## src/sv/gradient_magnitude_direction_assert.svh

```systemverilog
// assertion macros for the gradient magnitude and direction block
`ifndef GRADIENT_MAGNITUDE_DIRECTION_ASSERT_SVH
`define GRADIENT_MAGNITUDE_DIRECTION_ASSERT_SVH
`ifndef SYNTH
// same-cycle implication
`define GMD_ASSERT_IMP(name, clk, rst, pre, post) \
  name: assert property (@(posedge clk) disable iff (rst) (pre) |-> (post)) \
    else $error("gmd same-cycle check failed");
// next-cycle implication
`define GMD_ASSERT_NXT(name, clk, rst, pre, post) \
  name: assert property (@(posedge clk) disable iff (rst) (pre) |=> (post)) \
    else $error("gmd next-cycle check failed");
`else
`define GMD_ASSERT_IMP(name, clk, rst, pre, post)
`define GMD_ASSERT_NXT(name, clk, rst, pre, post)
`endif
`endif

```

## src/sv/gmd_pkg.sv

```systemverilog
// shared constants, types and angle table functions for the gradient block
package gmd_pkg;

  localparam int GRAD_WIDTH_DEF      = 12;
  localparam int ANGLE_FRAC_BITS_DEF = 12;
  localparam int THR_W               = 12;
  localparam int MAG_W               = 12;
  localparam int ANGLE_W             = 15;
  localparam int ANG_SCALE           = 60;
  localparam int CORDIC_STEPS        = 60;
  localparam int PRESHIFT            = 35;

  typedef logic [63:0] word64_t;

  // per-pixel side information that rides along the pipeline
  typedef struct packed {
    logic neg_x;
    logic neg_y;
    logic ax_zero;
    logic ay_zero;
    logic pass;
  } flags_t;

  // shift-subtract quotient, used only while building constants
  function automatic word64_t udiv(input word64_t num, input word64_t den);
    word64_t quo;
    word64_t rm;
    quo = '0;
    rm  = '0;
    for (int i = 63; i >= 0; i--) begin
      rm = {rm[62:0], num[i]};
      if (rm >= den) begin
        rm     = rm - den;
        quo[i] = 1'b1;
      end
    end
    return quo;
  endfunction

  // atan(1/n) scaled by 2^60, alternating series with truncated terms
  function automatic word64_t atan_recip(input word64_t n);
    word64_t p;
    word64_t sum;
    word64_t term;
    p   = udiv(word64_t'(1) << ANG_SCALE, n);
    sum = '0;
    for (int k = 0; k < 64; k++) begin
      if (p != '0) begin
        term = udiv(p, word64_t'(2 * k + 1));
        if ((k & 1) == 0) begin
          sum = sum + term;
        end else begin
          sum = sum - term;
        end
        p = udiv(p, n);
        p = udiv(p, n);
      end
    end
    return sum;
  endfunction

  localparam word64_t QUARTER_PI = (atan_recip(64'd5) << 2) - atan_recip(64'd239);
  localparam word64_t HALF_PI    = QUARTER_PI << 1;
  localparam word64_t PI_FIX     = QUARTER_PI << 2;

  // rotation angle of cordic step i
  function automatic word64_t atan_entry(input int i);
    if (i == 0) begin
      return QUARTER_PI;
    end
    return atan_recip(word64_t'(1) << i);
  endfunction

endpackage

```

## src/sv/gmd_back.sv

```systemverilog
// quadrant fixup, rounding to the output scale and threshold gating
module gmd_back import gmd_pkg::*; #(
  parameter int AFB = ANGLE_FRAC_BITS_DEF
) (
  input  logic                      clk,
  input  logic                      rst,
  input  logic                      en,
  input  logic                      in_valid,
  input  logic signed [63:0]        z,
  input  flags_t                    in_flags,
  input  logic [MAG_W-1:0]          in_mag,
  output logic                      out_valid,
  output logic [MAG_W-1:0]          magnitude,
  output logic signed [ANGLE_W-1:0] angle,
  output logic                      above_threshold
);

  localparam int SH = ANG_SCALE - AFB;

  logic             v1;
  word64_t          a1;
  flags_t           fl1;
  logic [MAG_W-1:0] mag1;

  word64_t          a0;
  word64_t          a_c;
  word64_t          rnd;
  word64_t          q;
  logic [ANGLE_W-1:0] qa;
  logic [ANGLE_W-1:0] ang_c;

  // first-quadrant angle with axis cases, then mirror for negative x
  always_comb begin
    if (in_flags.ay_zero) begin
      a0 = '0;
    end else if (in_flags.ax_zero) begin
      a0 = HALF_PI;
    end else if (z[63]) begin
      a0 = '0;
    end else begin
      a0 = word64_t'(z);
    end
    a_c = in_flags.neg_x ? (PI_FIX - a0) : a0;
  end

  // round half up at the output scale, sign from y, zero below threshold or for a zero vector
  assign rnd   = a1 + (word64_t'(1) << (SH - 1));
  assign q     = rnd >> SH;
  assign qa    = q[ANGLE_W-1:0];
  assign ang_c = (fl1.pass && !(fl1.ax_zero && fl1.ay_zero))
                 ? (fl1.neg_y ? (~qa + 1'b1) : qa) : '0;

  always_ff @(posedge clk) begin
    if (rst) begin
      v1        <= 1'b0;
      out_valid <= 1'b0;
    end else if (en) begin
      v1        <= in_valid;
      out_valid <= v1;
    end
  end

  always_ff @(posedge clk) begin
    if (en) begin
      a1              <= a_c;
      fl1             <= in_flags;
      mag1            <= in_mag;
      magnitude       <= mag1;
      angle           <= signed'(ang_c);
      above_threshold <= fl1.pass;
    end
  end

endmodule

```

## config.mk

```make
export PLATFORM = sky130hd
export DESIGN_NAME = gmd_back
export DESIGN_NICKNAME = d
export VERILOG_FILES = /design/src/sv/gradient_magnitude_direction_assert.svh /design/src/sv/gmd_pkg.sv /design/src/sv/gmd_back.sv
export SDC_FILE = /design/constraint.sdc
export NUM_CORES = 1
export LEC_CHECK = 0
export BUFFER_PORTS_ARGS = -buffer_cell sky130_fd_sc_hd__buf_2
export CAP_MARGIN = 20
export CORE_MARGIN = 3
export CORE_UTILIZATION = 50
export DETAILED_ROUTE_END_ITERATION = 7
export GPL_TIMING_DRIVEN = 0
export HOLD_SLACK_MARGIN = 0.12
export PLACE_DENSITY = 0.76
export SLEW_MARGIN = 25
export SYNTH_ARGS = -nofsm -noshare
export SYNTH_HDL_FRONTEND = slang
export SYNTH_SLANG_ARGS = --single-unit
```

## constraint.sdc

```tcl
create_clock -name clk -period 3.25 [get_ports clk]
set_clock_uncertainty 0.15 [all_clocks]
set_input_delay 0.65 -clock clk [delete_from_list [all_inputs] [get_ports clk]]
set_output_delay 0.65 -clock clk [all_outputs]
set_load 0.02 [all_outputs]
```

==> results.ini <==
[critical_path]
path_class=in2reg
rr_startpoint=a1[47]$_DFFE_PP_
critical_path_arrival_ps=3110
critPathLaunchType=input port
path_cells=buf_2 -> buf_2 -> nor3_4 -> buf_2 -> nand3_2 -> o32ai_2 -> o21ai_1 -> or4_1 -> a31oi_1 -> xnor2_1
cp_max_fo=10
cp_common_cell=buf_2
r2r_cells=9
reg2reg_to=angle[14]$_SDFFCE_PN0P_
crit_buf_inv=3
crit_path_max_incr_delay_ps=480
cp.required_ps=3180
path_depth=10
slowest_stage=or4_1
ff2ff_setup_slack_ps=220
end_kind=flop
crit_family=simple AND/OR/NAND/NOR gates

[detailed_routing]
firstDrtPassIters=5
wirelength_um=13300
wl_per_cell_um=18.39
drcViolationCount=0
postRouteAntennaNets=0
routed_via_density=6.172
num_vias=4462
drt_iter0_drc=345

[synthesis]
seq_area_frac_synth=0.4152
synth-edff-count=60
synth_fp_nets=573
async_flop_share=0
ys_ff_latch=62
ys_types=85
synthesis.area_um2=4436
syn_inst=486
synth.avg_cell_area_um2=9.127
ys_warn_count=0
yosys_most_used_dff=edfxtp_1

[worst_hold_path]
min-delay-start=mag1[0]$_DFFE_PP_
hold_class=reg2reg
hold_end=magnitude[0]$_DFFE_PP_
holdPathStages=0

[power_and_ir_drop]
p_total_mw=2.242
ir_drop_v=0.0002740
p_leak_nw=2.069
p_per_area_nw_per_um2=413.0

[clock_tree]
cts_max_level=3
numCtsBuffers=9
cts_max_path_buffers=2
clk_latency_ps=350
cts.clk_slew.worst_paths_ps=70
cts_tree=built
ctsRootBufferMaster=clkbuf_8
cts_num_sinks=62

[sta]
clock.fmax_ghz=0.3151
tightestPinTransition_ps=740.7
whs_ps=269.5
final_hold_viol_count=0
setup-tns-final_ps=0
post-route-period-util=0.9766
finalMaxSlewViolations=0
period_minus_slack_ps=3174
timing.slew.headroom=0.5062
setup_viol=0
setup_ws_ps=75.91

[placement]
gp_congestion=1.023
placed_area_um2=5125
dp_hpwl_um=10140
dp_cells=702
place_ws_ps=-648.9
port_buffers=111

[floorplan]
io_pins=114
die-area_um2=10040
core_um2=8423
die_w_um=100.2
rows=33
start_util=0.5266
fp.dieH_um=100.2

[cells_and_area]
n_antenna_cell=0
drive_above_1_share=0.2670
final_net_count=700
design_area_um2=5428
finalNonFillerCells=723
final_util=0.6444
fillCellCount=692
area_delta_synth_final_pct=22.37

[grt]
grt_max_degree=63
grt_pass1_vias=4321
grt_pass1_wl_um=20720
grt_usage=0.2625
antenna_found_initial=0
overflow=0

[run_status]
status=finished clean

[run]
drv_cap=0

==> how the worst max path moves through the flow <==
stage | from | endpoint | slack (ps)
after floorplan | z[63] | a1[57]$_DFFE_PP_ | 240
after global placement | in_flags[1] | a1[62]$_DFFE_PP_ | -590
after detailed placement | in_flags[1] | a1[62]$_DFFE_PP_ | -650
after CTS | in_flags[1] | a1[62]$_DFFE_PP_ | 9
after global routing | in_flags[1] | a1[62]$_DFFE_PP_ | -2
final | in_flags[1] | a1[62]$_DFFE_PP_ | 80
==> routing by layer <==
| layer | track usage | routed length, um |
|---|---|---|
| met1 | 0.2968 | 4911 |
| met2 | 0.4745 | 6863 |
| met3 | 0.05142 | 1024 |
| met4 | 0.1192 | 495 |
| met5 | 0 | 0 |
==> logic make-up after synthesis <==
family / after synthesis / share of synthesized area
muxes: 6 / 0.01495
and+or+nand+nor: 228 / 0.2756
xor gates and xnor gates: 35 / 0.06911
adders and majority gates: 2 / 0.005641
DFF: 62 / 0.4152
buffers and inverters: 34 / 0.03470
AOI/OAI and AO/OA: 119 / 0.1848
==> flip-flops by register name, indices dropped and copies added (netlist names) <==
signal and count:
magnitude 12, fl1 4, out_valid 1, a1 16
mag1 12, angle 15, v1 1, above_threshold 1
==> synthesized netlist by cell type, drive strengths merged (3+ instances only) <==
cell type  number  area, um^2
and2            4       26.28
nand2b          8       50.05
nor4            9       62.56
nand4b          4       35.03
nand4           5       46.29
buf            10       63.81
a31oi           8       50.05
nor3           22       121.4
a211oi          5       37.54
and3            8       50.05
o21ai          28       140.1
nand2          50       187.7
clkbuf         13       48.80
o31ai           3       22.52
and3b           3       26.28
nor4b           4       35.03
or3             8       61.31
edfxtp         60        1802
xnor2          22       192.7
nor2b           6       37.54
a311oi          3       26.28
a21o            3       23.77
a21oi          24       123.9
nand3b          3       22.52
inv            11       41.29
or4             8       63.81
o211a           3       30.03
nand3          20       100.1
o221ai          3       26.28
xor2           13       113.9
mux2i           4       40.04
o211ai          8       60.06
nor2           57       214.0
==> cell type report <==
cell class,instances,area [um^2],area share
Timing Repair Buffer,116,595.6,0.1097
Sequential cell,62,1842,0.3393
Multi-Input combinational cell,390,2477,0.4564
Clock inverter,7,103.9,0.01913
Tap cell,105,131.4,0.02420
Clock buffer,9,123.9,0.02282
Inverter,11,41.29,0.007607
Buffer,23,112.6,0.02075
==> layout by cell type, fill, tap and decap left out, types with 4 or more instances in the layout <==
master / netlist / routed
buf_2: 6 / 116
edfxtp_1: 60 / 60
nor2_1: 57 / 57
nand2_1: 50 / 50
o21ai_0: 27 / 26
a21oi_1: 23 / 23
xnor2_1: 22 / 22
nor3_1: 21 / 21
nand3_1: 20 / 19
clkbuf_1: 13 / 13
xor2_1: 13 / 13
inv_1: 10 / 10
clkbuf_8: 0 / 9
nand2b_1: 8 / 8
o211ai_1: 8 / 8
a31oi_1: 8 / 8
and3_1: 8 / 8
or4_1: 7 / 7
buf_4: 1 / 7
nor2b_1: 6 / 6
nor4_1: 8 / 6
or3_1: 5 / 5
a211oi_1: 5 / 5
nor4b_1: 4 / 4
nand4_1: 4 / 4
nand4b_1: 4 / 4
mux2i_1: 4 / 4
==> repair_timing <==
item / CTS / global route
endpoints found under the setup margin: 1 / 5
pin swaps: 1 / 1
gates resized for setup: 1 / 6
hold buffers: 0 / 0
gates cloned: 0 / 0
setup buffers: 1 / 4
==> where the power goes <==
| part | leakage, nW | internal (mW) | switching, mW |
|---|---|---|---|
| Clock | 0.115 | 0.442 | 0.330 |
| Combinational | 1.34 | 0.184 | 0.302 |
| Sequential | 0.611 | 0.956 | 0.0278 |
| Total | 2.07 | 1.58 | 0.660 |
Power figures use the tool's default switching activity.
