--- config.mk ---
export PLATFORM = sky130hd
export DESIGN_NAME = gmd_sqrt
export DESIGN_NICKNAME = d
export VERILOG_FILES = /design/src/sv/gradient_magnitude_direction_assert.svh /design/src/sv/gmd_pkg.sv /design/src/sv/gmd_sqrt.sv
export SDC_FILE = /design/constraint.sdc
export NUM_CORES = 1
export LEC_CHECK = 0
export ABC_AREA = 1
export CORE_UTILIZATION = 35
export DETAILED_ROUTE_END_ITERATION = 12
export DONT_BUFFER_PORTS = 1
export RECOVER_POWER = 100
export SLEW_MARGIN = 20
export SYNTH_ARGS = -nofsm -noshare
export SYNTH_HDL_FRONTEND = slang
export SYNTH_SLANG_ARGS = --single-unit
--- constraint.sdc ---
create_clock -name clk -period 2.7 [get_ports clk]
set_clock_uncertainty 0.2 [all_clocks]
set_input_delay 0.54 -clock clk [delete_from_list [all_inputs] [get_ports clk]]
set_output_delay 0.54 -clock clk [all_outputs]
set_load 0.01 [all_outputs]
--- src/sv/gradient_magnitude_direction_assert.svh ---
// assertion macros for the gradient magnitude and direction block
`ifndef GRADIENT_MAGNITUDE_DIRECTION_ASSERT_SVH
`define GRADIENT_MAGNITUDE_DIRECTION_ASSERT_SVH
`ifndef SYNTH
// same-cycle implication
`define GMD_ASSERT_IMP(name, clk, rst, pre, post) \
  name: assert property (@(posedge clk) disable iff (rst) (pre) |-> (post)) \
    else $error("gmd same-cycle check failed");
// next-cycle implication
`define GMD_ASSERT_NXT(name, clk, rst, pre, post) \
  name: assert property (@(posedge clk) disable iff (rst) (pre) |=> (post)) \
    else $error("gmd next-cycle check failed");
`else
`define GMD_ASSERT_IMP(name, clk, rst, pre, post)
`define GMD_ASSERT_NXT(name, clk, rst, pre, post)
`endif
`endif

--- src/sv/gmd_pkg.sv ---
// shared constants, types and angle table functions for the gradient block
package gmd_pkg;

  localparam int GRAD_WIDTH_DEF      = 12;
  localparam int ANGLE_FRAC_BITS_DEF = 12;
  localparam int THR_W               = 12;
  localparam int MAG_W               = 12;
  localparam int ANGLE_W             = 15;
  localparam int ANG_SCALE           = 60;
  localparam int CORDIC_STEPS        = 60;
  localparam int PRESHIFT            = 35;

  typedef logic [63:0] word64_t;

  // per-pixel side information that rides along the pipeline
  typedef struct packed {
    logic neg_x;
    logic neg_y;
    logic ax_zero;
    logic ay_zero;
    logic pass;
  } flags_t;

  // shift-subtract quotient, used only while building constants
  function automatic word64_t udiv(input word64_t num, input word64_t den);
    word64_t quo;
    word64_t rm;
    quo = '0;
    rm  = '0;
    for (int i = 63; i >= 0; i--) begin
      rm = {rm[62:0], num[i]};
      if (rm >= den) begin
        rm     = rm - den;
        quo[i] = 1'b1;
      end
    end
    return quo;
  endfunction

  // atan(1/n) scaled by 2^60, alternating series with truncated terms
  function automatic word64_t atan_recip(input word64_t n);
    word64_t p;
    word64_t sum;
    word64_t term;
    p   = udiv(word64_t'(1) << ANG_SCALE, n);
    sum = '0;
    for (int k = 0; k < 64; k++) begin
      if (p != '0) begin
        term = udiv(p, word64_t'(2 * k + 1));
        if ((k & 1) == 0) begin
          sum = sum + term;
        end else begin
          sum = sum - term;
        end
        p = udiv(p, n);
        p = udiv(p, n);
      end
    end
    return sum;
  endfunction

  localparam word64_t QUARTER_PI = (atan_recip(64'd5) << 2) - atan_recip(64'd239);
  localparam word64_t HALF_PI    = QUARTER_PI << 1;
  localparam word64_t PI_FIX     = QUARTER_PI << 2;

  // rotation angle of cordic step i
  function automatic word64_t atan_entry(input int i);
    if (i == 0) begin
      return QUARTER_PI;
    end
    return atan_recip(word64_t'(1) << i);
  endfunction

endpackage

--- src/sv/gmd_sqrt.sv ---
// pipelined integer square root, one root bit per stage, then round to nearest
module gmd_sqrt import gmd_pkg::*; #(
  parameter int GW = GRAD_WIDTH_DEF
) (
  input  logic              clk,
  input  logic              rst,
  input  logic              en,
  input  logic              in_valid,
  input  logic [GW-1:0]     in_ax,
  input  logic [GW-1:0]     in_ay,
  input  logic [2*GW-1:0]   sum_sq,
  input  flags_t            in_flags,
  output logic              out_valid,
  output logic [GW-1:0]     out_ax,
  output logic [GW-1:0]     out_ay,
  output flags_t            out_flags,
  output logic [MAG_W-1:0]  magnitude
);

  localparam int SW = 2 * GW;

  logic          v_q   [GW];
  logic [GW-1:0] r_q   [GW];
  logic [SW-1:0] rem_q [GW];
  logic [GW-1:0] ax_q  [GW];
  logic [GW-1:0] ay_q  [GW];
  flags_t        fl_q  [GW];

  logic          up;
  logic [GW:0]   r_round;

  for (genvar j = 0; j < GW; j++) begin : g_bit
    localparam int K = GW - 1 - j;
    logic          v_i;
    logic [GW-1:0] r_i;
    logic [SW-1:0] rem_i;
    logic [GW-1:0] ax_i;
    logic [GW-1:0] ay_i;
    flags_t        fl_i;
    logic [SW:0]   trial;
    logic          take;

    if (j == 0) begin : g_first
      assign v_i   = in_valid;
      assign r_i   = '0;
      assign rem_i = sum_sq;
      assign ax_i  = in_ax;
      assign ay_i  = in_ay;
      assign fl_i  = in_flags;
    end else begin : g_rest
      assign v_i   = v_q[j-1];
      assign r_i   = r_q[j-1];
      assign rem_i = rem_q[j-1];
      assign ax_i  = ax_q[j-1];
      assign ay_i  = ay_q[j-1];
      assign fl_i  = fl_q[j-1];
    end

    // (r + 2^k)^2 - r^2 against what is left of the square
    assign trial = ((SW + 1)'(r_i) << (K + 1)) + ((SW + 1)'(1) << (2 * K));
    assign take  = (trial <= {1'b0, rem_i});

    always_ff @(posedge clk) begin
      if (rst) begin
        v_q[j] <= 1'b0;
      end else if (en) begin
        v_q[j] <= v_i;
      end
    end

    always_ff @(posedge clk) begin
      if (en) begin
        r_q[j]   <= take ? (r_i | (GW'(1) << K)) : r_i;
        rem_q[j] <= take ? (rem_i - trial[SW-1:0]) : rem_i;
        ax_q[j]  <= ax_i;
        ay_q[j]  <= ay_i;
        fl_q[j]  <= fl_i;
      end
    end
  end

  // round up when the square lies past r^2 + r
  assign up      = (rem_q[GW-1] > SW'(r_q[GW-1]));
  assign r_round = (GW + 1)'(r_q[GW-1]) + (GW + 1)'(up);

  always_ff @(posedge clk) begin
    if (rst) begin
      out_valid <= 1'b0;
    end else if (en) begin
      out_valid <= v_q[GW-1];
    end
  end

  always_ff @(posedge clk) begin
    if (en) begin
      out_ax    <= ax_q[GW-1];
      out_ay    <= ay_q[GW-1];
      out_flags <= fl_q[GW-1];
      magnitude <= MAG_W'(r_round);
    end
  end

endmodule

==> summary.txt <==
Status
  • Status: finished, violations left
  • Failing checks: hold timing, slew limit

Timing
  • Final setup viols: 0
  • Fin. Hold Viols: 24
  • Fin Hold WS: -0.180 ns
  • Final period util: 99.1%
  • Relative slew slack: -59.5%
  • Final worst setup slack: around 0.023 ns
  • Minimum clock period: 2.68 ns
  • Tightest Pin Transition: 2.39 ns
  • Max-slew violations: 506
  • Max Clk Rate: ~370 MHz
  • Unrepaired setup endpoints after global routing: true

Floorplan
  • Die footprint: ~94000 µm²
  • Num ports: 99
  • Core Region: around 92000 µm²
  • Die width: between 300 and 400 µm
  • Die Y: just over 300 µm
  • Num rows: around 110
  • Initial Util: a little over a third

Final layout
  • Final layout net count: about 3.0k
  • Finished Layout Cells: about 4.2k
  • Layout area overhead: 16.3%
  • Fill cells: 8598
  • Ant. Diodes: 0
  • Final Core Density: approximately two fifths
  • Layout cell share with drive strength beyond 1: under 10%

Worst setup path
  • Worst Path Buf+Inv: 2
  • R2R Setup Slk: 0.02 ns
  • Critical Path AT: roughly 2.9 ns
  • Worst path slowest cell: edfxtp_1
  • Required @ worst endpoint: 2.90 ns
  • Crit path launch type: flop
  • Worst path max stage delay: around 0.41 ns
  • CP max FO: 2
  • Logic depth of the worst setup path including buffers: 13
  • Cell Chain, Critical Path: ha_4 -> nand2_2 -> nor3_2 -> buf_4 -> nand3_2 -> a21oi_2 -> ha_2 -> ha_4 -> nand3_4 -> nor2_4 -> nand3_2 -> buf_6 -> xor2_1
  • CP endpoint kind: flop
  • Worst reg-to-reg path cell count: 13
  • R2R Path Start: rem_q[2][83]
  • Kind of critical path: flop to flop
  • R2R Path End: magnitude[8]
  • CP top delay family: adder cells

Synth
  • Seq/Total Area, Yosys: a little under three quarters
  • Top cells by count, synth: edfxtp_1 (767), nand2_1 (637), inv_1 (349), nor2_1 (243), nand3_1 (123)
  • Synthesized area per cell: about 12 µm²
  • Top cell type's share of synthesized area: roughly 70%
  • Top post-synthesis cells by area: edfxtp_1 (71%), nand2_1 (7.4%), inv_1 (4.0%)
  • Post-synth EDFFs: 767
  • YS warnings: 0
  • Cell variety after synth: 47
  • Top FF cell, synth: edfxtp_1
  • Most frequent cell after synthesis: edfxtp_1
  • Leading area contributor after synthesis: edfxtp_1
  • Synth Cell Area: between 30000 and 40000 µm²
  • Synth async-reset ratio: 0%
  • Post-synth net total: ~2.8k
  • Register bit total from synthesis: between 700 and 800
  • Post-Synthesis Cells: ~2.7k

Clocking
  • Clock buffer depth: 3
  • Clock H-tree levels: 3
  • CTS tree: done
  • Clock slew at reported path FFs: 0.05 ns
  • Clk_lat worst skew: around 0.65 ns
  • Hold Buf Count CTS: 56
  • TritonCTS Buffers: 85
  • Root Buffer: clkbuf_16
  • Clock sinks: 768

Placement
  • I/O Buffers: 0
  • Place WS: -0.107 ns
  • DPL Wire Length: approximately 38000 µm
  • GP Congestion: between 0.9 and 1
  • Placed Cells incl. Taps: between 3k and 4k

Min path
  • Hold path start: en
  • Hold worst-path end: rem_q[0][22]
  • Hold crit path type: input pin to flop
  • Hold depth: 0

Detailed routing
  • Wirelength per Cell: 13.5 µm
  • DRT iter0 DRCs: between 900 and 1k
  • Number of iterations in the first detailed-routing pass: 5
  • Post-Route WL: around 56000 µm
  • Vias per cell: ~4.4
  • Final ANT Viol Nets: 0
  • Residual DRC count: 0
  • Via count: roughly 18k

GRT
  • Antenna violations before repair: 0
  • Total congestion overflow: 0
  • GRT Resource Usage Total: about an eighth
  • Vias in the first global route: about 19k
  • Largest net degree at the start of global routing: between 700 and 800
  • Global-route wire length before repair: approximately 91000 µm

Power and ir drop
  • Leak: 14.9 nW
  • VDD IR max: between 0.6 and 0.7 mV
  • P per Cell Area: 795 nW/µm²

Flow run
  • Max-Cap Viols: 0
## cell families (layout without fill, tap and decap cells)
kind of cell / after synthesis / after routing / share of synthesized area [%]
compound gates: 186 / 186 / 3.18
xor+xnor: 82 / 82 / 2.21
fa+ha+maj: 102 / 102 / 3.93
buf+inv: 381 / 631 / 4.58
flops: 768 / 768 / 71.1
simple gates: 1144 / 1144 / 15.0
## through the flow
stage	TNS [ns]	hold slack [ns]	cell area, µm²	power (mW)
final	0	-0.180	37700	30.0
after global placement	-0.109	0.200	34200	18.9
after detailed placement	-0.278	0.205	34200	19.0
after floorplan	0	0.200	32400	17.9
after global routing	-0.245	-0.209	37700	31.5
after CTS	-0.00307	-0.208	37500	30.4
## routing by layer
metal / share of wire, % / up-vias / routed length (µm) / GRT usage (%)
met2: 53 / 289 / 29600 / 22.8
li1: - / 9450 / - / -
met5: 0 / - / 0 / 0
met3: 3.7 / 158 / 2100 / 2.43
met4: 4.8 / 0 / 2680 / 6.74
met1: 39 / 8514 / 21700 / 12.4
## state kept, by name (all words and copies together) (netlist names)
register / count
magnitude: 12
out_ax: 12
fl_q: 60
out_flags: 5
ay_q: 144
rem_q: 288
r_q: 78
ax_q: 144
out_ay: 12
v_q: 12
out_valid: 1
## timing repair
action,4_1_cts,5_1_grt
gates resized for setup,4,27
pin swaps,0,7
endpoints found under the setup margin,4,7
buffers inserted,0,7
hold endpoints to repair,287,107
## cell usage in the layout (no fill, tap or decap), drive strengths merged, types with 6 or more instances in the layout
master / count
edfxtp: 767
nand2: 651
inv: 366
nor2: 251
nand3: 128
ha: 102
clkbuf: 100
a21oi: 91
o21ai: 79
dlygate4sd3: 56
buf: 53
xor2: 45
clkinv: 45
nand4: 37
xnor2: 37
nor3: 31
nand3b: 22
or2: 11
bufinv: 7
o21bai: 6
nor4: 6
## worst max path at each step
stage	slack, ns	from	end
after floorplan	0.15	r_q[2][38]	magnitude[9]
after global placement	-0.06	r_q[2][39]	magnitude[10]
after detailed placement	-0.11	r_q[2][39]	magnitude[10]
after CTS	-0.003	r_q[2][45]	magnitude[10]
after global routing	-0.08	rem_q[2][81]	magnitude[8]
final	0.02	rem_q[2][83]	magnitude[8]
## power by group
part           switching [mW]  leakage [nW]  internal (mW)
logic                    2.27          6.11           1.43
clock network            4.63          1.33           6.54
registers               0.582          7.47           14.5
## area by class of cell
cell class | count | area, µm² | area share [%]
multi-input combinational | 1514 | 8050 | 21.3
clock inverter | 57 | 529 | 1.40
inverter | 365 | 1370 | 3.64
timing repair buffer | 110 | 980 | 2.60
sequential | 768 | 23100 | 61.1
clock buffer | 99 | 2200 | 5.83
tap | 1243 | 1560 | 4.12
Power figures use the tool's default switching activity.
