`config.mk`:
```
export PLATFORM = sky130hd
export DESIGN_NAME = gmd_front
export DESIGN_NICKNAME = d
export VERILOG_FILES = /design/src/sv/gradient_magnitude_direction_assert.svh /design/src/sv/gmd_pkg.sv /design/src/sv/gmd_front.sv
export SDC_FILE = /design/constraint.sdc
export NUM_CORES = 1
export LEC_CHECK = 0
export BUFFER_PORTS_ARGS = -buffer_cell sky130_fd_sc_hd__buf_4
export CORE_ASPECT_RATIO = 0.5
export CORE_MARGIN = 3
export CORE_UTILIZATION = 50
export CTS_CLUSTER_DIAMETER = 60
export DETAILED_ROUTE_END_ITERATION = 8
export PLACE_DENSITY = 0.71
export SYNTH_ARGS = -nofsm -noshare
export SYNTH_HDL_FRONTEND = slang
export SYNTH_SLANG_ARGS = --single-unit
```
`constraint.sdc`:
```
create_clock -name clk -period 6.4 [get_ports clk]
set_clock_uncertainty 0.05 [all_clocks]
set_input_delay 0.32 -clock clk [delete_from_list [all_inputs] [get_ports clk]]
set_output_delay 0.32 -clock clk [all_outputs]
set_load 0.03 [all_outputs]
```
`src/sv/gradient_magnitude_direction_assert.svh`:
```
// assertion macros for the gradient magnitude and direction block
`ifndef GRADIENT_MAGNITUDE_DIRECTION_ASSERT_SVH
`define GRADIENT_MAGNITUDE_DIRECTION_ASSERT_SVH
`ifndef SYNTH
// same-cycle implication
`define GMD_ASSERT_IMP(name, clk, rst, pre, post) \
  name: assert property (@(posedge clk) disable iff (rst) (pre) |-> (post)) \
    else $error("gmd same-cycle check failed");
// next-cycle implication
`define GMD_ASSERT_NXT(name, clk, rst, pre, post) \
  name: assert property (@(posedge clk) disable iff (rst) (pre) |=> (post)) \
    else $error("gmd next-cycle check failed");
`else
`define GMD_ASSERT_IMP(name, clk, rst, pre, post)
`define GMD_ASSERT_NXT(name, clk, rst, pre, post)
`endif
`endif

```
`src/sv/gmd_pkg.sv`:
```
// shared constants, types and angle table functions for the gradient block
package gmd_pkg;

  localparam int GRAD_WIDTH_DEF      = 12;
  localparam int ANGLE_FRAC_BITS_DEF = 12;
  localparam int THR_W               = 12;
  localparam int MAG_W               = 12;
  localparam int ANGLE_W             = 15;
  localparam int ANG_SCALE           = 60;
  localparam int CORDIC_STEPS        = 60;
  localparam int PRESHIFT            = 35;

  typedef logic [63:0] word64_t;

  // per-pixel side information that rides along the pipeline
  typedef struct packed {
    logic neg_x;
    logic neg_y;
    logic ax_zero;
    logic ay_zero;
    logic pass;
  } flags_t;

  // shift-subtract quotient, used only while building constants
  function automatic word64_t udiv(input word64_t num, input word64_t den);
    word64_t quo;
    word64_t rm;
    quo = '0;
    rm  = '0;
    for (int i = 63; i >= 0; i--) begin
      rm = {rm[62:0], num[i]};
      if (rm >= den) begin
        rm     = rm - den;
        quo[i] = 1'b1;
      end
    end
    return quo;
  endfunction

  // atan(1/n) scaled by 2^60, alternating series with truncated terms
  function automatic word64_t atan_recip(input word64_t n);
    word64_t p;
    word64_t sum;
    word64_t term;
    p   = udiv(word64_t'(1) << ANG_SCALE, n);
    sum = '0;
    for (int k = 0; k < 64; k++) begin
      if (p != '0) begin
        term = udiv(p, word64_t'(2 * k + 1));
        if ((k & 1) == 0) begin
          sum = sum + term;
        end else begin
          sum = sum - term;
        end
        p = udiv(p, n);
        p = udiv(p, n);
      end
    end
    return sum;
  endfunction

  localparam word64_t QUARTER_PI = (atan_recip(64'd5) << 2) - atan_recip(64'd239);
  localparam word64_t HALF_PI    = QUARTER_PI << 1;
  localparam word64_t PI_FIX     = QUARTER_PI << 2;

  // rotation angle of cordic step i
  function automatic word64_t atan_entry(input int i);
    if (i == 0) begin
      return QUARTER_PI;
    end
    return atan_recip(word64_t'(1) << i);
  endfunction

endpackage

```
`src/sv/gmd_front.sv`:
```
// front stages: input register, absolute values and squares, sum and threshold test
module gmd_front import gmd_pkg::*; #(
  parameter int GW = GRAD_WIDTH_DEF
) (
  input  logic                 clk,
  input  logic                 rst,
  input  logic                 en,
  input  logic                 in_valid,
  input  logic signed [GW-1:0] grad_x,
  input  logic signed [GW-1:0] grad_y,
  input  logic [2*THR_W-1:0]   thr_sq,
  output logic                 out_valid,
  output logic [GW-1:0]        ax,
  output logic [GW-1:0]        ay,
  output logic [2*GW-1:0]      sum_sq,
  output flags_t               flags
);

  localparam int SW = 2 * GW;
  localparam int CW = (SW > 2 * THR_W) ? SW : 2 * THR_W;

  logic          v1;
  logic [GW-1:0] gx1;
  logic [GW-1:0] gy1;
  logic          v2;
  logic [GW-1:0] ax2;
  logic [GW-1:0] ay2;
  logic [SW-1:0] sqx2;
  logic [SW-1:0] sqy2;
  flags_t        fl2;

  logic [GW-1:0] ax_c;
  logic [GW-1:0] ay_c;
  logic [SW-1:0] s_c;
  flags_t        fl_c;

  // valid line
  always_ff @(posedge clk) begin
    if (rst) begin
      v1        <= 1'b0;
      v2        <= 1'b0;
      out_valid <= 1'b0;
    end else if (en) begin
      v1        <= in_valid;
      v2        <= v1;
      out_valid <= v2;
    end
  end

  // magnitudes of the two components
  assign ax_c = gx1[GW-1] ? GW'(~gx1 + 1'b1) : gx1;
  assign ay_c = gy1[GW-1] ? GW'(~gy1 + 1'b1) : gy1;

  // squared length
  assign s_c = sqx2 + sqy2;

  // threshold test joins the carried flags
  always_comb begin
    fl_c      = fl2;
    fl_c.pass = (CW'(s_c) >= CW'(thr_sq));
  end

  // payload stages
  always_ff @(posedge clk) begin
    if (en) begin
      gx1           <= grad_x;
      gy1           <= grad_y;
      ax2           <= ax_c;
      ay2           <= ay_c;
      sqx2          <= SW'(ax_c) * SW'(ax_c);
      sqy2          <= SW'(ay_c) * SW'(ay_c);
      fl2.neg_x     <= gx1[GW-1];
      fl2.neg_y     <= gy1[GW-1];
      fl2.ax_zero   <= (gx1 == '0);
      fl2.ay_zero   <= (gy1 == '0);
      fl2.pass      <= 1'b0;
      ax            <= ax2;
      ay            <= ay2;
      sum_sq        <= s_c;
      flags         <= fl_c;
    end
  end

endmodule

```
==> impl_results.md <==
- Run status: finished, violations left
- Violations in the final reports: setup timing
- Library cell appearing most often on the critical path: sky130_fd_sc_hd__fa_1
- Warnings from Yosys: 0
- Dominant synthesized flop cell: sky130_fd_sc_hd__edfxtp_1
- Fraction of layout cells with a size suffix above 1: about a quarter
- Final Hold Violating Endpoints: 0
- Max-cap violation count: 0
- Number of vias after detailed routing: 10100
- Final non-filler cell area: 17800 um2
- Most frequent cells in the layout: sky130_fd_sc_hd__inv_1 (288), sky130_fd_sc_hd__buf_4 (260), sky130_fd_sc_hd__fa_1 (155)
- Total Wirelength: 31.3 mm
- Minimum clock period: 6.46 ns
- Die X-Extent: 243 um
- Worst skew pair latency: about 0.45 ns
- Post-Route Hold Slack: 0.0657 ns
- Max FO, Critical Path: 4
- Final ANT Viol Nets: 0
- Arr. time, crit path: 6.61 ns
- Slew at the pin closest to its max-slew limit: roughly 0.9 ns
- Vias in the first global route: between 10000 and 15000
- Worst Hold Class: in2reg
- Cell Rows: 42
- CTS tree: done
- First-pass GRT wire length: 51.8 mm
- Count of port buffers added during placement: about 110
- Maximum clock frequency: 155 MHz
- CTS Buffer Depth: 2
- Sinks on Clock Net: roughly 150
- Post-synthesis area per instance: about 11 um2
- Smallest setup slack after layout: -0.0613 ns
- Gp weighted congestion: approximately 0.90
- Max-slew violations: 0
- Number of antenna violations at the first check in global routing: 0
- Detailed placement HPWL: 24.4 mm
- Post-synth EDFFs: about 150
- Leftover overflow at the end of global routing: 0
- Die H: 125 um
- # nets final: 1995
- Number of cells traversed by the worst hold path: 3
- Placement-stage cell area: between 15000 and 20000 um2
- Fill count: 2057
- Final count of negative-setup-slack endpoints: 2
- Average wire length per cell after detail routing: 15.5 um
- Starting density of the core: 52.0%
- Area of the die: 30300 um2
- Iteration-0 DRC count of the detailed router: 532
- Slack of the worst reg-to-reg path: -0.06 ns
- Total Routing Usage GR: 21.4%
- Via density per instance: around 5
- Total DRC errors in the routed layout: 0
- Unrepaired setup endpoints after global routing: true
- Asr flop ratio synth: 0%
- Category of the worst setup path launch point: flop
- CP required: 6.55 ns
- Master cell of the clock root buffer: sky130_fd_sc_hd__clkbuf_16
- Critical setup path kind: reg2reg
- Area growth from synthesis to final layout: 26.4%
- Top-Level Pins: 106
- Multi-input gate area: ~9000 um2
- Largest net degree at the start of global routing: around 100
- Number of flip-flops and latches in the synthesized netlist: 152
- R2R cell count: 22
- CTS buffer count: 17
- Worst slew margin relative to its limit: 38.3%
- Core Area: 27100 um2
- Area taken by flip-flops and latches: around 4500 um2
- Number of diodes added for antenna fixing: 0
- CTS HTree Levels: 4
- Count of TritonRoute iterations in the first routing pass: 5
- Critical path cell sequence: or4_4 > or4_4 > o21ai_4 > xor2_4 > inv_4 > nand2_2 > fa_1 > fa_1 > inv_1 > fa_1 > fa_1 > inv_1 > fa_1 > inv_2 > ha_4 > nand3_4 > nor3_2 > o31a_1 > or3_4 > a22o_4 > o21a_1 > o31a_1
- Worst-path cell with the longest stage delay: sky130_fd_sc_hd__or4_4
- Post-synth design cell area: 14100 um2
- Seq/Total Area, Yosys: around 32%
- Commonest non-fill, non-tap cell in the layout: sky130_fd_sc_hd__inv_1
- Core Util, Final: 65.8%
- Share of the clock period used by the worst path: 101%
- Delay of the slowest critical-path stage: 0.54 ns
- CTS clock-pin slew for the worst setup and hold paths: 0.07 ns
- Number of library cell types mapped by synthesis: 68
- Cells after synthesis: 1325
- Endpoint type of the worst setup path: flop
[timing repair]
item,CTS,global route
pin swaps,22,38
buffers inserted,18,20
gates resized for setup,23,70
endpoints found under the setup margin,12,20
hold buffers,25,0
endpoints found under the hold margin,27,0
[routing by layer]
layer	routed length [um]	global-route usage [%]	up-vias	share of wire, %
met3	909	3.42	57	2.9
met4	937	8.17	0	3.0
met5	0	0	-	0
met2	16000	37.8	150	51
li1	-	-	4924	-
met1	13500	26.6	4969	43
[through the flow]
step	TNS [ns]	worst slack, ns	instances
6_report	-0.0732	-0.0613	2015
3_5_place_dp	-1.24	-0.198	1920
2_1_floorplan	0	0.0118	1337
5_1_grt	-2.06	-0.232	2015
3_3_place_gp	-0.142	-0.0567	1920
4_1_cts	-0.200	-0.124	1995
[sequential cells by signal (all words and copies together), names as in the netlist]
register / flops
ax: 12
ax2: 12
ay: 12
ay2: 12
fl2: 4
flags: 5
gx1: 12
gy1: 12
out_valid: 1
sqx2: 22
sqy2: 22
sum_sq: 24
v1: 1
v2: 1
[worst max-delay path, delay by kind of cell (launching register included)]
kind                       cells  cell delay (ns)
buffers and inverters          4             0.24
adders and majority gates      6             2.66
DFF                            1             0.40
and+or+nand+nor                6             1.62
AOI/OAI and AO/OA              5             0.97
xor gates and xnor gates       1             0.26
[cells by family (layout without fill, tap and decap cells)]
group                      count (synthesis)  after routing  synth area share [%]
other                                      2             14                0.0533
buffers and inverters                    327            631                  8.83
xor gates and xnor gates                  77             77                  5.11
and+or+nand+nor                          279            279                  9.04
muxes                                      5              5                 0.364
DFF                                      152            152                  32.2
AOI/OAI and AO/OA                        168            168                  8.05
adders and majority gates                315            315                  36.4
[final cells by class]
class                      count  area share [%]
sequential                   152            25.5
clock buffer                  20            2.45
multi-input combinational    858            49.3
timing repair buffer         288            12.6
inverter                     311            6.58
tap                          374            2.63
clock inverter                12           0.977
[Yosys cell counts (all sizes together) (2+ instances only)]
| cell | n | area [um2] |
|---|---|---|
| inv | 307 | 1150 |
| ha | 158 | 1980 |
| fa | 157 | 3140 |
| edfxtp | 149 | 4470 |
| nor2 | 113 | 432 |
| nand2 | 81 | 312 |
| a21oi | 49 | 245 |
| xnor2 | 46 | 422 |
| xor2 | 31 | 298 |
| a21o | 26 | 195 |
| o21ai | 24 | 131 |
| nand3 | 16 | 85.1 |
| clkbuf | 15 | 66.3 |
| nor3 | 15 | 75.1 |
| nor2b | 12 | 75.1 |
| a31oi | 8 | 50.1 |
| nand2b | 8 | 50.1 |
| nand4 | 8 | 50.1 |
| o211ai | 8 | 60.1 |
| a211oi | 7 | 52.6 |
| and3 | 6 | 37.5 |
| o21a | 6 | 45.0 |
| o31ai | 5 | 37.5 |
| clkinv | 4 | 15.0 |
| mux2i | 4 | 40.0 |
| nor4 | 4 | 31.3 |
| o21bai | 4 | 30.0 |
| or4 | 4 | 41.3 |
| a211o | 3 | 26.3 |
| and2 | 3 | 18.8 |
| dfxtp | 3 | 60.1 |
| o311ai | 3 | 26.3 |
| o31a | 3 | 26.3 |
| o41ai | 3 | 26.3 |
| or3 | 3 | 18.8 |
| a221oi | 2 | 17.5 |
| a311o | 2 | 20.0 |
| a311oi | 2 | 17.5 |
| a31o | 2 | 17.5 |
| conb | 2 | 7.51 |
| nand4b | 2 | 17.5 |
| nor3b | 2 | 15.0 |
| o2111ai | 2 | 17.5 |
[final timing paths]
kind                            startpoint  endpoint
worst max-delay path                gy1[5]  sqy2[18]
worst min-delay path              in_valid        v1
worst max register to register      gy1[5]  sqy2[18]
worst min register to register      ax2[1]     ax[1]
Power is left out: the tool's default activity adds up to more than one toggle a clock period on the data nets, which glitch-free logic cannot reach.
